### src/rtl/core/websocket_frame_builder_macros.svh
// Assertion macros shared by the frame builder RTL.
`ifndef WEBSOCKET_FRAME_BUILDER_MACROS_SVH
`define WEBSOCKET_FRAME_BUILDER_MACROS_SVH

// Implication checked at every aclk edge outside reset.
`define WSFB_ASSERT_IMP(lbl, ante, cons) \
    lbl: assert property (@(posedge aclk) disable iff (!aresetn) (ante) |-> (cons)) \
        else $error("wsfb implication check failed");

// Condition that must hold at every aclk edge outside reset.
`define WSFB_ASSERT_ALWAYS(lbl, cond) \
    lbl: assert property (@(posedge aclk) disable iff (!aresetn) (cond)) \
        else $error("wsfb invariant check failed");

`endif

### src/rtl/core/wsfb_pkg.sv
// Types, constants and helper functions for the WebSocket frame builder.
`timescale 1ns / 1ps
`default_nettype none

package wsfb_pkg;

    localparam int LEN_W     = 31;
    localparam int KEY_W     = 32;
    localparam int BYTE_W    = 8;
    localparam int OPC_W     = 4;
    localparam int HDR_MAX   = 14;
    localparam int IDX_W     = $clog2(HDR_MAX);
    localparam int S_TDATA_W = 80;
    localparam int M_TDATA_W = 8;
    localparam int M_TUSER_W = 2;

    localparam logic [6:0]       LEN_CODE_16   = 7'h7E;
    localparam logic [6:0]       LEN_CODE_64   = 7'h7F;
    localparam logic [LEN_W-1:0] SHORT_LEN_LIM = 31'd126;
    localparam logic [LEN_W-1:0] MID_LEN_MAX   = 31'd65535;
    localparam logic [IDX_W-1:0] EXT_NONE      = 4'd0;
    localparam logic [IDX_W-1:0] EXT_16        = 4'd2;
    localparam logic [IDX_W-1:0] EXT_64        = 4'd8;
    localparam logic [IDX_W-1:0] BASE_HDR      = 4'd2;
    localparam logic [IDX_W-1:0] KEY_BYTES     = 4'd4;

    typedef enum logic {
        REQ_START   = 1'b0,
        REQ_PAYLOAD = 1'b1
    } req_t;

    typedef struct packed {
        req_t              req_type;
        logic [LEN_W-1:0]  payload_length;
        logic [OPC_W-1:0]  frame_opcode;
        logic              final_fragment;
        logic              mask_enable;
        logic [KEY_W-1:0]  mask_key;
        logic [BYTE_W-1:0] payload_byte;
    } item_t;

    typedef struct packed {
        logic [BYTE_W-1:0] out_byte;
        logic              last_of_run;
        logic              frame_end;
        logic              unexpected_byte;
    } res_t;

    typedef struct packed {
        logic [LEN_W-1:0] bytes_remaining;
        logic [1:0]       mask_phase;
        logic [KEY_W-1:0] held_mask_key;
        logic             masking_on;
        logic             frame_open;
    } frame_state_t;

    // Key byte by index, index 3 is the most significant byte.
    function automatic logic [BYTE_W-1:0] key_byte(input logic [KEY_W-1:0] key,
                                                   input logic [1:0] sel);
        return key[sel*BYTE_W +: BYTE_W];
    endfunction

    // Byte of the 64-bit big-endian length, index 0 is the least significant.
    function automatic logic [BYTE_W-1:0] len_byte(input logic [LEN_W-1:0] len,
                                                   input logic [2:0] sel);
        logic [63:0] wide;
        wide = {{(64-LEN_W){1'b0}}, len};
        return wide[sel*BYTE_W +: BYTE_W];
    endfunction

endpackage

`default_nettype wire

### src/rtl/core/wsfb_byte_gen.sv
// Selects one output byte of the held item and computes the frame state after it.
`timescale 1ns / 1ps
`default_nettype none

module wsfb_byte_gen (
    input  wire wsfb_pkg::item_t        item,
    input  wire [wsfb_pkg::IDX_W-1:0]   idx,
    input  wire wsfb_pkg::frame_state_t state,
    output wsfb_pkg::res_t              res,
    output wsfb_pkg::frame_state_t      state_next
);

    logic                          is_short;
    logic                          is_mid;
    logic [wsfb_pkg::IDX_W-1:0]    n_ext;
    logic [wsfb_pkg::IDX_W-1:0]    hdr_cnt;
    logic [wsfb_pkg::IDX_W-1:0]    len_end;
    logic [wsfb_pkg::IDX_W-1:0]    len_pos;
    logic [wsfb_pkg::IDX_W-1:0]    key_pos;
    logic [6:0]                    len_code;
    logic [wsfb_pkg::BYTE_W-1:0]   hdr_byte;
    logic                          hdr_last;
    logic [wsfb_pkg::LEN_W-1:0]    rem_dec;
    logic [wsfb_pkg::BYTE_W-1:0]   mask_byte;

    assign is_short = item.payload_length < wsfb_pkg::SHORT_LEN_LIM;
    assign is_mid   = item.payload_length <= wsfb_pkg::MID_LEN_MAX;
    assign n_ext    = is_short ? wsfb_pkg::EXT_NONE :
                      (is_mid ? wsfb_pkg::EXT_16 : wsfb_pkg::EXT_64);
    assign len_end  = wsfb_pkg::BASE_HDR + n_ext;
    assign hdr_cnt  = len_end + (item.mask_enable ? wsfb_pkg::KEY_BYTES : '0);
    assign hdr_last = idx == (hdr_cnt - 4'd1);
    // distance from the least significant length byte
    assign len_pos  = len_end - 4'd1 - idx;
    assign key_pos  = idx - len_end;
    assign len_code = is_short ? item.payload_length[6:0] :
                      (is_mid ? wsfb_pkg::LEN_CODE_16 : wsfb_pkg::LEN_CODE_64);

    always_comb begin
        if (idx == 4'd0) begin
            hdr_byte = {item.final_fragment, 3'b000, item.frame_opcode};
        end else if (idx == 4'd1) begin
            hdr_byte = {item.mask_enable, len_code};
        end else if (idx < len_end) begin
            hdr_byte = wsfb_pkg::len_byte(item.payload_length, len_pos[2:0]);
        end else begin
            hdr_byte = wsfb_pkg::key_byte(item.mask_key, ~key_pos[1:0]);
        end
    end

    assign rem_dec   = state.bytes_remaining - 31'd1;
    assign mask_byte = state.masking_on ?
                       wsfb_pkg::key_byte(state.held_mask_key, ~state.mask_phase) : '0;

    always_comb begin
        state_next = state;
        res        = '0;
        case (item.req_type)
            wsfb_pkg::REQ_START: begin
                res.out_byte    = hdr_byte;
                res.last_of_run = hdr_last;
                res.frame_end   = hdr_last && (item.payload_length == '0);
                state_next.bytes_remaining = item.payload_length;
                state_next.mask_phase      = 2'd0;
                state_next.held_mask_key   = item.mask_key;
                state_next.masking_on      = item.mask_enable;
                state_next.frame_open      = item.payload_length != '0;
            end
            wsfb_pkg::REQ_PAYLOAD: begin
                res.last_of_run = 1'b1;
                if (!state.frame_open) begin
                    res.unexpected_byte = 1'b1;
                end else begin
                    res.out_byte               = item.payload_byte ^ mask_byte;
                    res.frame_end              = rem_dec == '0;
                    state_next.mask_phase      = state.mask_phase + 2'd1;
                    state_next.bytes_remaining = rem_dec;
                    state_next.frame_open      = rem_dec != '0;
                end
            end
            default: begin
                res = '0;
            end
        endcase
    end

endmodule

`default_nettype wire

### src/rtl/core/wsfb_out_reg.sv
// Result register driving the master stream.
`timescale 1ns / 1ps
`default_nettype none

module wsfb_out_reg (
    input  wire                               aclk,
    input  wire                               aresetn,
    input  wire                               push,
    input  wire wsfb_pkg::res_t               res,
    output logic                              can_take,
    output logic                              m_tvalid,
    input  wire                               m_tready,
    output logic [wsfb_pkg::M_TDATA_W-1:0]    m_tdata,   // out_byte
    output logic                              m_tlast,   // last_of_run
    output logic [wsfb_pkg::M_TUSER_W-1:0]    m_tuser    // frame_end, unexpected_byte
);

    logic           valid_reg;
    logic           valid_next;
    wsfb_pkg::res_t res_reg;
    wsfb_pkg::res_t res_next;

    assign can_take = !valid_reg || m_tready;

    always_comb begin
        valid_next = valid_reg;
        res_next   = res_reg;
        if (can_take) begin
            valid_next = push;
            if (push) begin
                res_next = res;
            end
        end
    end

    always_ff @(posedge aclk) begin
        if (!aresetn) begin
            valid_reg <= 1'b0;
        end else begin
            valid_reg <= valid_next;
        end
    end

    always_ff @(posedge aclk) begin
        res_reg <= res_next;
    end

    assign m_tvalid = valid_reg;
    assign m_tdata  = res_reg.out_byte;
    assign m_tlast  = res_reg.last_of_run;
    assign m_tuser  = {res_reg.unexpected_byte, res_reg.frame_end};

endmodule

`default_nettype wire

### src/rtl/core/websocket_frame_builder.sv
// Items are registered in item_reg and result bytes in the single result register,
// which takes one byte per cycle unless the master stalls: one byte for a payload
// item, one per header byte (2 to 14) for a start item. An item is taken as the last
// byte of the held one is pushed, or when none is held, also while a result waits.
// Reset (aresetn low, synchronous) empties both registers and closes any frame.
`timescale 1ns / 1ps
`default_nettype none
`include "websocket_frame_builder_macros.svh"

module websocket_frame_builder (
    input  wire                               aclk,
    input  wire                               aresetn,
    input  wire                               s_tvalid,
    output logic                              s_tready,
    // payload_length, frame_opcode, final_fragment, mask_enable, mask_key,
    // payload_byte, zero pad
    input  wire [wsfb_pkg::S_TDATA_W-1:0]     s_tdata,
    input  wire                               s_tuser,   // req_type
    output logic                              m_tvalid,
    input  wire                               m_tready,
    output logic [wsfb_pkg::M_TDATA_W-1:0]    m_tdata,   // out_byte
    output logic                              m_tlast,   // last_of_run
    output logic [wsfb_pkg::M_TUSER_W-1:0]    m_tuser    // frame_end, unexpected_byte
);

    logic                        in_valid_reg;
    logic                        in_valid_next;
    wsfb_pkg::item_t             item_reg;
    wsfb_pkg::item_t             item_next;
    wsfb_pkg::item_t             s_item;
    logic [wsfb_pkg::IDX_W-1:0]  idx_reg;
    logic [wsfb_pkg::IDX_W-1:0]  idx_next;
    wsfb_pkg::frame_state_t      state_reg;
    wsfb_pkg::frame_state_t      state_next;
    wsfb_pkg::frame_state_t      state_after;
    wsfb_pkg::res_t              res;
    logic                        can_take;
    logic                        push;
    logic                        item_done;
    logic                        s_xfer;

    assign s_item.req_type       = wsfb_pkg::req_t'(s_tuser);
    assign s_item.payload_length = s_tdata[30:0];
    assign s_item.frame_opcode   = s_tdata[34:31];
    assign s_item.final_fragment = s_tdata[35];
    assign s_item.mask_enable    = s_tdata[36];
    assign s_item.mask_key       = s_tdata[68:37];
    assign s_item.payload_byte   = s_tdata[76:69];

    assign push      = in_valid_reg && can_take;
    assign item_done = push && res.last_of_run;
    assign s_tready  = !in_valid_reg || item_done;
    assign s_xfer    = s_tvalid && s_tready;

    wsfb_byte_gen u_byte_gen (
        .item       (item_reg),
        .idx        (idx_reg),
        .state      (state_reg),
        .res        (res),
        .state_next (state_after)
    );

    wsfb_out_reg u_out_reg (
        .aclk     (aclk),
        .aresetn  (aresetn),
        .push     (push),
        .res      (res),
        .can_take (can_take),
        .m_tvalid (m_tvalid),
        .m_tready (m_tready),
        .m_tdata  (m_tdata),
        .m_tlast  (m_tlast),
        .m_tuser  (m_tuser)
    );

    always_comb begin
        in_valid_next = in_valid_reg;
        item_next     = item_reg;
        idx_next      = idx_reg;
        state_next    = state_reg;
        if (push) begin
            idx_next = res.last_of_run ? '0 : idx_reg + 4'd1;
        end
        if (item_done) begin
            state_next    = state_after;
            in_valid_next = 1'b0;
        end
        if (s_xfer) begin
            in_valid_next = 1'b1;
            item_next     = s_item;
        end
    end

    always_ff @(posedge aclk) begin
        if (!aresetn) begin
            in_valid_reg <= 1'b0;
            idx_reg      <= '0;
            state_reg    <= '0;
        end else begin
            in_valid_reg <= in_valid_next;
            idx_reg      <= idx_next;
            state_reg    <= state_next;
        end
    end

    always_ff @(posedge aclk) begin
        item_reg <= item_next;
    end

    `WSFB_ASSERT_ALWAYS(a_open_matches_count, state_reg.frame_open == |state_reg.bytes_remaining)
    `WSFB_ASSERT_IMP(a_idx_needs_item, idx_reg != '0, in_valid_reg)
    `WSFB_ASSERT_IMP(a_unexp_shape, m_tvalid && m_tuser[1], m_tlast && !m_tuser[0] && ~|m_tdata)
    `WSFB_ASSERT_IMP(a_idx_bounded, in_valid_reg, idx_reg < 4'd14)

endmodule

`default_nettype wire

### config.mk
export PLATFORM = sky130hd
export DESIGN_NAME = websocket_frame_builder
export DESIGN_NICKNAME = d
export VERILOG_FILES = /design/src/rtl/core/wsfb_pkg.sv /design/src/rtl/core/wsfb_byte_gen.sv /design/src/rtl/core/wsfb_out_reg.sv /design/src/rtl/core/websocket_frame_builder.sv
export VERILOG_INCLUDE_DIRS = /design/src /design/src/rtl/core
export SDC_FILE = /design/constraint.sdc
export NUM_CORES = 1
export LEC_CHECK = 0
export ABC_AREA = 1
export BUFFER_PORTS_ARGS = -buffer_cell sky130_fd_sc_hd__buf_2
export CORE_ASPECT_RATIO = 0.75
export CORE_MARGIN = 2
export CORE_UTILIZATION = 50
export DETAILED_ROUTE_END_ITERATION = 8
export PLACE_DENSITY = 0.7
export SETUP_SLACK_MARGIN = 0.05
export SKIP_CTS_REPAIR_TIMING = 1
export SLEW_MARGIN = 20
export SYNTH_ARGS = -nofsm -noshare
export SYNTH_HDL_FRONTEND = slang
export SYNTH_HIERARCHICAL = 1
export SYNTH_SLANG_ARGS = --single-unit
### constraint.sdc
create_clock -name aclk -period 10.1 [get_ports aclk]
set_clock_uncertainty 0.1 [all_clocks]
set_input_delay 3.03 -clock aclk [delete_from_list [all_inputs] [get_ports aclk]]
set_output_delay 3.03 -clock aclk [all_outputs]
set_load 0.01 [all_outputs]
==> impl_metrics.toml <==
[final_layout]
syn_to_final_growth_pct = 13.4
num_antenna_cells = 0
final_layout_size_suffix_gt1_share_pct = 13.3
largest_register_ffs = 78
nets = 1342

[sta]
fin_crit_ps = 6850
setup_violations = 0
finalCritPeriodShare_pct = 67.9
fmax_ghz = 0.146
maxSlewHeadroom_pct = 28.9
hold_viol = 0
tns_ps = 0
report.final.slew_viol_count = 0
rsz0062_at_grt = "false"
hold_slack_ps = 412
worst_pin_slew_ps = 1070

[power]
clock_power_share_pct = 36.5
power.leakage_nw = 4.36
p_sw_uw = 574
totalPowerFinal_mw = 1.79
p_seq_share_pct = 43.4
internal_power_mw = 1.22
peakVddDrop_v = 0.0000915
power.density_mw_per_mm2 = 179
combPwrFrac_pct = 20.1
switching_share_pct = 32.0

[logic_synthesis]
synth_top_area_share_pct = 30.2
synth.yosys.warnings = 6
ys_async_sr_fraction_pct = 0
syn-num-nets = 1273
avgSynthCellArea_um2 = 7.48
synth.most_common_cell = "nor2_1"
synth-edff-count = 89
synth_cells = 1182
yosysUniqueCellTypes = 44
netlist_area_mm2 = 0.00884
ys_top_cells_by_area = "edfxtp_1 30%, dfxtp_1 17%, nor2_1 10%"
synth_common_cells = "245 x nor2_1, 237 x nand2_1, 145 x o21ai_0"
seq_area_frac_synth_pct = 46.7
synthFlopType = "edfxtp_1"
ys_ff_latch = 162
synth.largest_area_cell = "edfxtp_1"

[routing]
drt_pass1_iterations = 7
drc = 0
avgRoutedWirePerCell_um = 18.4
antenna_left = 0
dr.first_iter.drc_count = 1065
routed_via_density = 5.65
wl_mm = 27.7
vias = 8509

[clock_network]
clockBufferDepth = 2
cts.sinks = 162
root_buffer = "clkbuf_16"
htreeDepth = 4
cts.clk_slew.worst_paths_ps = 70
cts_buffers = 17
clkLatencyLatePin_ps = 430
cts_tree = "yes"

[global_route]
grt_pass1_vias = 7564
grt_pass1_wl_mm = 42.3
grt.total_usage_pct = 29.9
overflow = 0
grt_start_max_net_pins = 79
antenna_found_initial = 0

[floorplanning]
ioPinCount = 98
core_mm2 = 0.0175
die_h_um = 119
fp.dieW_um = 158
dieArea_mm2 = 0.0188
initial_core_util_pct = 50.5
core.rowCount = 42

[place]
globalplace.congestion = 0.966
post-dp-hpwl_mm = 18.6
portBuffers = 94

[setup_path]
cp.required_ps = 6970
rr_worst_depth = 15
crit_fanout = 4
endpoint_kind = "primary output"
startpoint = "m_tready"
cp.arrival_ps = 3720
timing.rr.start = "item_reg[76]$_DFFE_PP_"
crit_type = "in -> out"
r2r-end = "item_reg[30]$_DFFE_PP_"
start_kind = "input pin"
critPathCapture = "s_tready"
regToRegSetupSlack_ps = 5150

[run]
maxCapViolCount = 0

[status]
outcome = "finished clean"

[min_path]
hold_class = "reg -> reg"
holdPathStages = 2
## stage by stage
step | area, um^2 | util, % | cells | setup WS (ps)
finish | 10000 | 57.3 | 1506 | 3250
global route | 10000 | 57.3 | 1506 | 3120
CTS | 10000 | 57.3 | 1506 | 3230
detailed placement | 9450 | 54.0 | 1474 | 3230
global placement | 9450 | 54.0 | 1474 | 3240
floorplan | 8840 | - | 1182 | 2090
## area by class of cell
type,count,area [um^2]
clock buffer,18,429
clock inverter,14,154
fill,1670,7470
inverter,113,424
multi-input combinational,854,4050
sequential,162,4130
tap,242,303
timing repair buffer,103,538
## logic make-up after synthesis
group	after synthesis	share of synthesized area, %
buffers and inverters	166	7.64
XOR/XNOR	7	0.778
flip-flops	162	46.7
AO/OA/AOI/OAI	250	15.9
AND/OR/NAND/NOR	591	28.1
adder cells (fa/ha/maj)	6	0.849
## worst min-delay path by stage
stage	slack [ps]	endpoint	from
4_1_cts	410	state_reg[54]$_SDFFE_PN0P_	state_reg[54]$_SDFFE_PN0P_
3_3_place_gp	380	state_reg[25]$_SDFFE_PN0P_	state_reg[25]$_SDFFE_PN0P_
3_5_place_dp	400	state_reg[25]$_SDFFE_PN0P_	state_reg[25]$_SDFFE_PN0P_
5_1_grt	430	state_reg[54]$_SDFFE_PN0P_	state_reg[54]$_SDFFE_PN0P_
2_1_floorplan	360	state_reg[25]$_SDFFE_PN0P_	state_reg[25]$_SDFFE_PN0P_
6_report	410	state_reg[54]$_SDFFE_PN0P_	state_reg[54]$_SDFFE_PN0P_
## cell usage in the layout (no fill, tap or decap), types with 3 or more instances in the layout
cell type	instances
o211ai_1	10
nand2_1	237
nor4_1	3
nand3_1	51
nand2_2	9
ha_1	6
o21ai_0	145
inv_6	5
nor2_2	6
nor2_4	6
buf_2	94
nand4_1	18
nor2_1	245
o22ai_1	5
inv_2	4
o21ai_1	17
buf_4	9
xor2_1	4
o221ai_1	23
edfxtp_1	89
nor3_1	7
inv_1	107
dfxtp_1	73
a21oi_1	38
clkbuf_16	17
clkinv_2	3
## power groups by stage
stage | logic, mW | clock network [mW] | registers, mW
2_1_floorplan | 0.239 | 0 | 0.783
3_3_place_gp | 0.342 | 0 | 0.790
3_5_place_dp | 0.345 | 0 | 0.791
4_1_cts | 0.347 | 0.660 | 0.778
5_1_grt | 0.393 | 0.690 | 0.784
6_report | 0.360 | 0.654 | 0.779
## per-layer routing
layer	part of all wire [%]	vias up	wire, um	track usage (%)
met3	12	38	3310	8.77
met4	1.5	0	425	7.56
met1	47	3926	13000	47.6
li1	-	4080	-	-
met5	0	-	0	0
met2	39	465	10900	38.8
## critical path, stage by stage
cell	delay, ps
buf_2	80
inv_2	40
nand2_2	90
nand2_2	100
nor2_4	140
inv_2	50
nand2_1	60
buf_2	130
(Power assumes the default switching activity.)
